## config.mk

```make
export PLATFORM = sky130hd
export DESIGN_NAME = ranked_top_list_insertion_unit
export DESIGN_NICKNAME = d
export VERILOG_FILES = /design/src/sv/rtli_pkg.sv /design/src/sv/rtli_ram.sv /design/src/sv/rtli_ctrl.sv /design/src/sv/rtli_datapath.sv /design/src/sv/ranked_top_list_insertion_unit.sv
export SDC_FILE = /design/constraint.sdc
export NUM_CORES = 1
export LEC_CHECK = 0
export BUFFER_PORTS_ARGS = -buffer_cell sky130_fd_sc_hd__buf_2
export CORE_MARGIN = 8
export CORE_UTILIZATION = 56
export CTS_CLUSTER_DIAMETER = 30
export CTS_CLUSTER_SIZE = 25
export DETAILED_ROUTE_END_ITERATION = 16
export PLACE_DENSITY = 0.75
export RECOVER_POWER = 25
export SKIP_LAST_GASP = 1
export SYNTH_ARGS = -nofsm -noshare
export SYNTH_HDL_FRONTEND = slang
export SYNTH_SLANG_ARGS = --single-unit
```

## constraint.sdc

```tcl
create_clock -name clock -period 3.2 [get_ports clock]
set_input_delay 0.16 -clock clock [delete_from_list [all_inputs] [get_ports clock]]
set_output_delay 0.16 -clock clock [all_outputs]
set_load 0.05 [all_outputs]
```

## src/sv/rtli_pkg.sv

```systemverilog
// rtli_pkg: shared types and constants of the ranked top-list insertion unit
// no dependencies; used by rtli_ctrl, rtli_datapath and the top level
package rtli_pkg;

   localparam int SCORE_W = 20;
   localparam int LIST_W  = 2;
   localparam int INDEX_W = 4;
   localparam int RANK_W  = 4;

   localparam logic [SCORE_W-1:0] EMPTY_MARK = SCORE_W'(1000000);
   localparam logic [SCORE_W-1:0] SCORE_MAX  = SCORE_W'(999999);

   localparam logic ACTION_INSERT = 1'b0;
   localparam logic ACTION_READ   = 1'b1;

   typedef struct packed {
      logic               action;
      logic [LIST_W-1:0]  list_select;
      logic [SCORE_W-1:0] new_score;
      logic [INDEX_W-1:0] entry_index;
   } req_type;

   typedef struct packed {
      logic [RANK_W-1:0]  rank;
      logic [SCORE_W-1:0] entry_score;
      logic               entry_empty;
   } rsp_type;

   typedef struct packed {
      logic clear;
      logic load;
      logic walk;
      logic rd_issue;
      logic rd_capture;
   } cmd_type;

   typedef struct packed {
      logic clear_last;
      logic walk_last;
      logic in_insert_ok;
      logic in_read_ok;
   } status_type;

endpackage

```

## src/sv/rtli_ram.sv

```systemverilog
// rtli_ram: generic one-write one-read memory with registered read data
// no dependencies
module rtli_ram #(
   parameter int WIDTH = 20,
   parameter int DEPTH = 30
) (
   input  logic                     clock,
   input  logic                     wr_en,
   input  logic [$clog2(DEPTH)-1:0] wr_addr,
   input  logic [WIDTH-1:0]         wr_data,
   input  logic                     rd_en,
   input  logic [$clog2(DEPTH)-1:0] rd_addr,
   output logic [WIDTH-1:0]         rd_data
);

   logic [WIDTH-1:0] mem_ff [DEPTH];
   logic [WIDTH-1:0] rd_data_ff;

   always_ff @(posedge clock) begin
      if (wr_en) begin
         mem_ff[wr_addr] <= wr_data;
      end
      if (rd_en) begin
         rd_data_ff <= mem_ff[rd_addr];
      end
   end

   assign rd_data = rd_data_ff;

endmodule

```

## src/sv/rtli_ctrl.sv

```systemverilog
// rtli_ctrl: sequencing state machine of the ranked top-list insertion unit
// depends on rtli_pkg for the command and status structs
module rtli_ctrl (
   input  logic                clock,
   input  logic                reset,
   input  logic                start,
   input  logic                action,
   input  rtli_pkg::status_type status,
   output rtli_pkg::cmd_type    cmd,
   output logic                busy,
   output logic                rsp_strobe
);

   typedef enum logic [5:0] {
      CLEAR    = 6'b000001,
      IDLE     = 6'b000010,
      WALK     = 6'b000100,
      RD_ISSUE = 6'b001000,
      RD_DATA  = 6'b010000,
      RESPOND  = 6'b100000
   } state_type;

   state_type state_ff, state_in;
   logic      accept;

   assign accept = start && (state_ff == IDLE);

   always_comb begin
      state_in = state_ff;
      case (state_ff)
         CLEAR: begin
            if (status.clear_last) state_in = IDLE;
         end
         IDLE: begin
            if (start) begin
               if (action == rtli_pkg::ACTION_INSERT && status.in_insert_ok) begin
                  state_in = WALK;
               end else if (action == rtli_pkg::ACTION_READ && status.in_read_ok) begin
                  state_in = RD_ISSUE;
               end else begin
                  state_in = RESPOND;
               end
            end
         end
         WALK: begin
            if (status.walk_last) state_in = RESPOND;
         end
         RD_ISSUE: state_in = RD_DATA;
         RD_DATA:  state_in = RESPOND;
         RESPOND:  state_in = IDLE;
         default:  state_in = CLEAR;
      endcase
   end

   always_ff @(posedge clock) begin
      if (reset) begin
         state_ff <= CLEAR;
      end else begin
         state_ff <= state_in;
      end
   end

   always_comb begin
      cmd            = '0;
      cmd.clear      = (state_ff == CLEAR);
      cmd.load       = accept;
      cmd.walk       = (state_ff == WALK);
      cmd.rd_issue   = (state_ff == RD_ISSUE);
      cmd.rd_capture = (state_ff == RD_DATA);
   end

   assign busy       = (state_ff != IDLE);
   assign rsp_strobe = (state_ff == RESPOND);

   a_accept_leaves_idle: assert property (@(posedge clock) disable iff (reset)
      accept |=> (state_ff != IDLE))
      else $error("accepted transaction did not leave idle");

   a_walk_ends_in_respond: assert property (@(posedge clock) disable iff (reset)
      (state_ff == WALK && status.walk_last) |=> rsp_strobe)
      else $error("finished walk did not respond");

   a_read_sequence: assert property (@(posedge clock) disable iff (reset)
      (state_ff == RD_ISSUE) |=> (state_ff == RD_DATA) ##1 rsp_strobe)
      else $error("read did not respond two cycles after issue");

   a_strobe_single: assert property (@(posedge clock) disable iff (reset)
      rsp_strobe |=> (!rsp_strobe && !busy))
      else $error("result strobe longer than one cycle");

endmodule

```

## src/sv/rtli_datapath.sv

```systemverilog
// rtli_datapath: list memory, insertion walk and result register
// depends on rtli_pkg and rtli_ram
module rtli_datapath #(
   parameter int LIST_DEPTH = 10,
   parameter int NUM_LISTS  = 3
) (
   input  logic                 clock,
   input  logic                 reset,
   input  rtli_pkg::cmd_type    cmd,
   input  rtli_pkg::req_type    req_item,
   output rtli_pkg::status_type status,
   output rtli_pkg::rsp_type    rsp_item
);

   localparam int TOTAL  = NUM_LISTS * LIST_DEPTH;
   localparam int ADDR_W = $clog2(TOTAL);
   localparam int POS_W  = $clog2(LIST_DEPTH);
   localparam int STEP_W = $clog2(LIST_DEPTH + 1);

   logic [ADDR_W-1:0]            clr_ff, clr_in;
   logic [STEP_W-1:0]            step_ff, step_in;
   logic                         proc_valid_ff, proc_valid_in;
   logic [POS_W-1:0]             proc_pos_ff, proc_pos_in;
   logic                         inserted_ff, inserted_in;
   logic [rtli_pkg::SCORE_W-1:0] score_ff, score_in;
   logic [rtli_pkg::SCORE_W-1:0] carry_ff, carry_in;
   logic [ADDR_W-1:0]            base_ff, base_in;
   logic [POS_W-1:0]             index_ff, index_in;
   rtli_pkg::rsp_type            res_ff, res_in;

   logic                         list_ok;
   logic                         step_active;
   logic                         hit;
   logic                         wr_en;
   logic [ADDR_W-1:0]            wr_addr;
   logic [rtli_pkg::SCORE_W-1:0] wr_data;
   logic                         rd_en;
   logic [ADDR_W-1:0]            rd_addr;
   logic [rtli_pkg::SCORE_W-1:0] rd_data;

   assign list_ok     = 32'(req_item.list_select) < NUM_LISTS;
   assign step_active = step_ff < STEP_W'(LIST_DEPTH);
   assign hit         = proc_valid_ff && !inserted_ff && (score_ff < rd_data);

   always_comb begin
      status              = '0;
      status.clear_last   = (clr_ff == ADDR_W'(TOTAL - 1));
      status.walk_last    = (step_ff == STEP_W'(LIST_DEPTH));
      status.in_insert_ok = list_ok;
      status.in_read_ok   = list_ok && (32'(req_item.entry_index) < LIST_DEPTH);
   end

   always_comb begin
      clr_in        = cmd.clear ? clr_ff + ADDR_W'(1) : clr_ff;
      step_in       = step_ff;
      proc_valid_in = cmd.walk && step_active;
      proc_pos_in   = POS_W'(step_ff);
      inserted_in   = inserted_ff;
      score_in      = score_ff;
      carry_in      = carry_ff;
      base_in       = base_ff;
      index_in      = index_ff;
      res_in        = res_ff;

      if (cmd.load) begin
         step_in     = '0;
         inserted_in = 1'b0;
         score_in    = (req_item.new_score > rtli_pkg::SCORE_MAX) ?
                       rtli_pkg::SCORE_MAX : req_item.new_score;
         carry_in    = rtli_pkg::EMPTY_MARK;
         base_in     = ADDR_W'(32'(req_item.list_select) * LIST_DEPTH);
         index_in    = POS_W'(req_item.entry_index);
         res_in      = '0;
         if (req_item.action == rtli_pkg::ACTION_READ) begin
            res_in.entry_score = rtli_pkg::EMPTY_MARK;
            res_in.entry_empty = 1'b1;
         end
      end

      if (cmd.walk && step_active) begin
         step_in = step_ff + STEP_W'(1);
      end

      if (proc_valid_ff) begin
         carry_in = rd_data;
         if (hit) begin
            inserted_in = 1'b1;
            res_in.rank = rtli_pkg::RANK_W'(proc_pos_ff) + rtli_pkg::RANK_W'(1);
         end
      end

      if (cmd.rd_capture) begin
         res_in.entry_score = rd_data;
         res_in.entry_empty = (rd_data == rtli_pkg::EMPTY_MARK);
      end
   end

   always_ff @(posedge clock) begin
      if (reset) begin
         clr_ff        <= '0;
         step_ff       <= '0;
         proc_valid_ff <= 1'b0;
         inserted_ff   <= 1'b0;
      end else begin
         clr_ff        <= clr_in;
         step_ff       <= step_in;
         proc_valid_ff <= proc_valid_in;
         inserted_ff   <= inserted_in;
      end
   end

   always_ff @(posedge clock) begin
      proc_pos_ff <= proc_pos_in;
      score_ff    <= score_in;
      carry_ff    <= carry_in;
      base_ff     <= base_in;
      index_ff    <= index_in;
      res_ff      <= res_in;
   end

   always_comb begin
      if (cmd.clear) begin
         wr_en   = 1'b1;
         wr_addr = clr_ff;
         wr_data = rtli_pkg::EMPTY_MARK;
      end else begin
         wr_en   = proc_valid_ff && (hit || inserted_ff);
         wr_addr = base_ff + ADDR_W'(proc_pos_ff);
         wr_data = hit ? score_ff : carry_ff;
      end
   end

   assign rd_en   = cmd.rd_issue || (cmd.walk && step_active);
   assign rd_addr = cmd.rd_issue ? base_ff + ADDR_W'(index_ff)
                                 : base_ff + ADDR_W'(POS_W'(step_ff));

   rtli_ram #(
      .WIDTH (rtli_pkg::SCORE_W),
      .DEPTH (TOTAL)
   ) u_ram (
      .clock   (clock),
      .wr_en   (wr_en),
      .wr_addr (wr_addr),
      .wr_data (wr_data),
      .rd_en   (rd_en),
      .rd_addr (rd_addr),
      .rd_data (rd_data)
   );

   assign rsp_item = res_ff;

   a_no_walk_during_clear: assert property (@(posedge clock) disable iff (reset)
      proc_valid_ff |-> !cmd.clear)
      else $error("insertion walk overlaps clearing pass");

   a_shift_writes: assert property (@(posedge clock) disable iff (reset)
      (proc_valid_ff && inserted_ff) |-> (wr_en && wr_data == carry_ff))
      else $error("entry after insertion point not shifted");

   a_single_insert: assert property (@(posedge clock) disable iff (reset)
      (proc_valid_ff && inserted_ff) |-> !hit)
      else $error("score inserted twice in one walk");

endmodule

```

## src/sv/ranked_top_list_insertion_unit.sv

```systemverilog
// ranked_top_list_insertion_unit: top level, joins controller and datapath
// depends on rtli_pkg, rtli_ctrl, rtli_datapath
//
// Keeps NUM_LISTS ascending lists of LIST_DEPTH scores (lower is better) in one
// memory. A transaction is taken when start is high and busy is low; its single
// result appears on rsp_item for exactly one cycle with rsp_strobe high and must
// be taken then, since the unit cannot be held off. An insert walks the list
// once through the memory port, one entry per cycle, shifting later entries
// down as it goes. A read passes through RD_ISSUE and RD_DATA before RESPOND;
// a transaction naming an unknown list, or a read naming an unknown index,
// goes straight to RESPOND. After reset a clearing pass fills all
// NUM_LISTS * LIST_DEPTH entries with the empty marker while busy stays high.
module ranked_top_list_insertion_unit #(
   parameter int LIST_DEPTH = 10,
   parameter int NUM_LISTS  = 3
) (
   input  logic              clock,
   input  logic              reset,
   input  logic              start,
   output logic              busy,
   input  rtli_pkg::req_type req_item,
   output logic              rsp_strobe,
   output rtli_pkg::rsp_type rsp_item
);

   rtli_pkg::cmd_type    cmd;
   rtli_pkg::status_type status;

   rtli_ctrl u_ctrl (
      .clock      (clock),
      .reset      (reset),
      .start      (start),
      .action     (req_item.action),
      .status     (status),
      .cmd        (cmd),
      .busy       (busy),
      .rsp_strobe (rsp_strobe)
   );

   rtli_datapath #(
      .LIST_DEPTH (LIST_DEPTH),
      .NUM_LISTS  (NUM_LISTS)
   ) u_datapath (
      .clock    (clock),
      .reset    (reset),
      .cmd      (cmd),
      .req_item (req_item),
      .status   (status),
      .rsp_item (rsp_item)
   );

endmodule
```

Yosys cells after proc, flatten, opt, wreduce, memory -nomap -nowiden --
Memory sizes are Yosys's and may differ from the RTL's. A register that Yosys moved wholly into a read port is not among the register bits. Index checks and enable logic that the tools add are counted.
Cells by class: multipliers 1, add/sub/neg operators 6, reductions and logical operators 15, mux-type cells 25, $lt $le $gt $ge 5, equal/unequal tests 13, bitwise operators 1
Operators by type and width (number):
- two-way mux 20 bit | 4
- two-way mux 21 bit | 2
- one-hot mux 6 bit (6 select lines) | 1
- two-way mux 6 bit | 5
- two-way mux 25 bit | 1
- == test 20 bit, second input constant | 1
- greater-than comparator 20 bit, second input constant | 1
- < comparator 20 bit | 1
- two-way mux 4 bit | 4
- adder 5 x 4 -> 5 bit | 3
- two-way mux 5 bit | 2
- adder 4 x 1 -> 4 bit, second input constant | 2
- logical AND 1 bit | 8
- < comparator 4 bit, second input constant | 2
- == test 6 x 1 -> 1 bit, second input constant | 1
- == test 6 x 2 -> 1 bit, second input constant | 1
- == test 6 x 3 -> 1 bit, second input constant | 1
- == test 6 x 4 -> 1 bit, second input constant | 1
- == test 6 x 5 -> 1 bit, second input constant | 1
- == test 6 bit, second input constant | 1
- two-way mux 1 bit | 6
- != test 2 bit, second input constant | 3
- != test 6 x 2 -> 1 bit, second input constant | 1
- nonzero test 2 bit | 3
- 9 further kinds | 10
Storage, ports and cells: flip-flop bits (word level) 94, logic and storage cells 80, output and inout bits 27, memories kept 1, bits in writable memories 600
Memories:
- u_datapath.u_ram.mem_ff | depth 30, width 20, rd ports 1, clocked after memory_dff 1, write ports 1, line rtli_ram.sv:16 | logic [WIDTH-1:0] mem_ff [DEPTH];

Depth between registers and ports, before layout --
depth in word-level cells 8, depth in mapped cells 12, mapped depth without buffers 11

Cells and area by module --
A second synthesis with hierarchy kept.
Unflattened totals: cell total of the unflattened synthesis 1595, area total of the unflattened synthesis 28776.3 um2
Modules (own cells, without submodules):
- rtli_ram | times used 1, area an instance 23799.1 um2, cells an instance 1136
- rtli_datapath | times used 1, area an instance 4535.6 um2, cells an instance 412
- rtli_ctrl | times used 1, area an instance 441.7 um2, cells an instance 47

Worst setup path after synthesis --
Ideal clock, no wire load.
path type reg2reg, start point register u_ctrl.state_ff[2], end point memory u_datapath.u_ram.mem_ff[26][0] (enable), stages on the path, launching flop included 8, data required time 2803 ps, setup time 397 ps, data arrival time 2928 ps, path buffers 1, clock period less this slack 3324 ps, setup slack -124 ps, cell sequence dfxtp_1 > or4_4 > or3b_1 > buf_6 > mux2i_4 > nor3_1 > nand2_1 > nor2_1
Between the ends: cells in the longest elaborated chain, start to end 4, elaborated cells between the ends (all ways) 5
Ends and longest elaborated chain:
- start: declaration | line rtli_ctrl.sv:23 | state_type state_ff, state_in;
- start signal: assignment | line rtli_ctrl.sv:59 | state_ff <= state_in;
- == test 6 x 1 -> 1 bit * | line rtli_ctrl.sv:65 | cmd.clear = (state_ff == CLEAR);
- two-way mux 1 bit | line rtli_datapath.sv:122 | if (cmd.clear) begin
- two-way mux 1 bit | line rtli_ram.sv:20 | if (wr_en) begin
- two-way mux 1 bit (not written as such) | line rtli_ram.sv:21 | mem_ff[wr_addr] <= wr_data;
- end: declaration | line rtli_ram.sv:16
Every way passes the cells marked *; elsewhere a longest branch is shown, timed or not.

Worst setup path after layout --
start point register u_ctrl.state_ff[2], end point register u_datapath.u_ram.rd_data_ff[3], in the netlist u_datapath.u_ram.rd_data[3] (read register of u_datapath.u_ram.mem_ff), data pin
Between the ends: cells in the longest elaborated chain, start to end 3, elaborated cells between the ends (all ways) 5
Ends and longest elaborated chain:
- == test 6 x 3 -> 1 bit | line rtli_ctrl.sv:67 | cmd.walk = (state_ff == WALK);
- logical AND 1 bit | line rtli_datapath.sv:133 | assign rd_en = cmd.rd_issue || (cmd.walk && step_active);
- logical OR 1 bit | line rtli_datapath.sv:133
- end: declaration | line rtli_ram.sv:17 | logic [WIDTH-1:0] rd_data_ff;
Parallel ways exist; a longest one is shown, timed or not. A chain may end at the register's enable or synchronous reset.

==> flow_summary.json <==
{
  "status": "finished, violations left",
  "violations": "capacitance limit, slew limit, setup timing",
  "crit_fanout": 6,
  "fin_hold_ws_ns": 0.251,
  "rows": 82,
  "cp.required_ns": 3.58,
  "avgSynthCellArea_um2": 16.8,
  "place_area_mm2": 0.0311,
  "final_cell_mix": "687 x edfxtp_1, 162 x mux2i_1, 124 x clkbuf_16, 99 x nand2_1, 95 x buf_4",
  "clock_sinks": 712,
  "power_leakage_nw": 13.6,
  "setup_slack_ns": -0.0118,
  "seq_area_mm2": 0.0211,
  "firstDrtPassIters": 6,
  "synthCells": 1689,
  "grt_first_pass_wirelength_mm": 111,
  "cts_buffer_depth": 3,
  "place_congestion": 0.895,
  "synth_area_mm2": 0.0284,
  "final_nets": 2029,
  "multi_input_area_mm2": 0.00699,
  "relSlewSlack_pct": -1.69,
  "cpPeakStageDelay_ns": 0.51,
  "cts_root_buffer": "clkbuf_16",
  "power_density_mw_per_mm2": 699,
  "final_common_cell": "edfxtp_1",
  "io_pins": 57,
  "crit_type": "register to register",
  "drt-vias-per-instance": 6.34,
  "vias": 17300,
  "clkPwrFrac_pct": 52.1,
  "post_drt_wl_per_cell_um": 27.7,
  "cpMostUsedCell": "buf_4",
  "finalCriticalPeriod_ns": 3.21,
  "place_hpwl_mm": 44.0,
  "grt_max_degree": 41,
  "core_area_mm2": 0.0502,
  "finalInstanceArea_mm2": 0.0357,
  "p_switching_mw": 5.37,
  "cp-start-kind": "register",
  "area_growth_pct": 25.7,
  "setup_viol": 1,
  "cp.arrival_ns": 3.59,
  "drtIter0Drc": 2244,
  "path_cells": "nor4_4 > buf_4 > a21o_1 > and2_4 > buf_4 > buf_4 > buf_4 > mux4_2 > o211ai_1 > nand4_1",
  "start_util_pct": 56.6,
  "clk_pin_slew_worst_paths_ns": 0.05,
  "wl_mm": 75.8,
  "hold_viol": 0,
  "hold_path.class": "input pin to register",
  "synth-main-ff-cell": "edfxtp_1",
  "grt_pass1_vias": 17300,
  "rsz0062_at_grt": "true",
  "p_total_mw": 25.0,
  "worstSetupEndpointType": "register",
  "tightest_slew_ns": 1.53,
  "die_x_um": 241,
  "overflow": 0,
  "power_frac_comb_pct": 5.0,
  "io_buffers": 56,
  "ys_types": 55,
  "die_y_um": 241,
  "drcViolationCount": 0,
  "switching_share_pct": 21.5,
  "antenna_cells": 0,
  "syn-num-nets": 1751,
  "synth_edf_count": 687,
  "vdd_ir_drop_max_uv": 522,
  "fill_cells": 2896,
  "htree_levels": 3,
  "yosysWarningCount": 0,
  "drive_above_1_share_pct": 24.6,
  "cts_buffers": 116,
  "synth_seq_cells": 712,
  "slew_violations": 21,
  "p_int_mw": 19.6,
  "crit_slowest_cell": "mux4_2",
  "skew_ns": 0.0312,
  "grt_usage_pct": 25.9,
  "antenna_found_initial": 1,
  "seq_power_share_pct": 42.9,
  "post-route-util_pct": 71.1,
  "async_reset_ff_share_pct": 0,
  "ant_nets": 0,
  "final.period_utilization_pct": 100,
  "clk-insertion-delay-late_ns": 0.67,
  "stdcell_count": 2738,
  "die-area_mm2": 0.0582,
  "placedCellCount": 2478,
  "cap_violations": 1,
  "cts_tree": "done",
  "seq_area_frac_synth_pct": 74.4,
  "timing.fmax_mhz": 311
}
## metal layers
| layer | share of wire (%) | vias to the layer above | global-route usage [%] |
|---|---|---|---|
| met1 | 38 | 8659 | 33.8 |
| li1 | - | 7272 | - |
| met2 | 47 | 1194 | 41.5 |
| met4 | 5.3 | 0 | 13.5 |
| met5 | 0 | - | 0 |
| met3 | 9.9 | 224 | 4.83 |
## power groups by stage
stage | Clock (mW) | Sequential, mW | Combinational (mW)
after detailed placement | 0 | 10.9 | 1.18
after CTS | 13.1 | 10.7 | 1.23
after floorplan | 0 | 10.9 | 0.581
final | 13.0 | 10.7 | 1.25
after global placement | 0 | 10.9 | 1.17
after global routing | 13.5 | 10.7 | 1.32
## critical path: cells and delay by family (launching register included)
family / cells / cell delay [ns]
AND/OR/NAND/NOR: 3 / 0.81
flip-flops: 1 / 0.34
buffers and inverters: 4 / 0.59
AO/OA/AOI/OAI: 2 / 0.66
multiplexers: 1 / 0.51
## cell families after synthesis
| kind of cell | Yosys count | synth area share, % |
|---|---|---|
| adders and majority gates | 32 | 1.46 |
| AOI/OAI and AO/OA | 250 | 5.39 |
| and+or+nand+nor | 331 | 5.71 |
| buffers and inverters | 125 | 1.92 |
| xor gates and xnor gates | 11 | 0.339 |
| muxes | 228 | 10.8 |
| DFF | 712 | 74.4 |
## path summary, 6_finish.rpt
kind / from / to / depth (start not counted) / slack (ns)
setup / recovery: u_ctrl.state_ff[2] / u_datapath.u_ram.rd_data[3] / 10 / -0.01
hold / removal: req_item[0] / u_datapath.index_ff[0] / 2 / 0.25
setup reg to reg: u_ctrl.state_ff[2] / u_datapath.u_ram.rd_data[3] / 10 / -0.01
hold reg to reg: u_datapath.proc_pos_in[0] / u_datapath.proc_pos_ff[0] / 0 / 0.42
## registers in the layout, indices dropped and copies added (netlist names), 5 cells and up
| name | flops |
|---|---|
| u_datapath.carry_ff | 20 |
| u_ctrl.state_ff | 6 |
| u_datapath.clr_ff | 5 |
| u_datapath.score_ff | 20 |
| u_datapath.u_ram.rd_data | 20 |
| u_datapath.u_ram.mem_ff | 600 |
| u_datapath.rsp_item | 25 |
## synth_stat cells (24+ instances only)
library cell	number	area, um^2
o22ai_1	80	500
nand4_1	30	188
clkbuf_1	62	233
and2_1	24	150
edfxtp_1	687	20600
dfxtp_1	25	500
ha_1	30	375
a21oi_1	29	145
mux4_2	60	1350
mux2i_1	162	1620
o21ai_0	74	370
nand3_1	58	290
nor2_1	64	240
nand2_1	101	379
inv_1	31	116
## layout make-up
type                    instances  area share (%)
flip-flops and latches        712            59.2
multi-input cells             853            19.6
clock buffers                 130            8.58
repair buffers                253            6.97
clock inverters                87            2.98
well taps                     672            2.36
inverters                      31           0.326
## stage by stage
stage	setup TNS [ns]	worst slack, ns
floorplan	-4.42	-0.0553
global placement	-0.359	-0.235
detailed placement	-0.753	-0.241
CTS	-0.0156	-0.00872
global route	-4.61	-0.0829
finish	-0.0118	-0.0118
## repair_timing
item	4_1_cts	5_1_grt
pin swaps	1	6
setup buffers	2	7
resized for setup	26	37
endpoints found under the setup margin	18	666
hold buffers	30	0
gates cloned	0	4
endpoints found under the hold margin	48	0
Note: power is estimated with default switching activity, not from simulation.
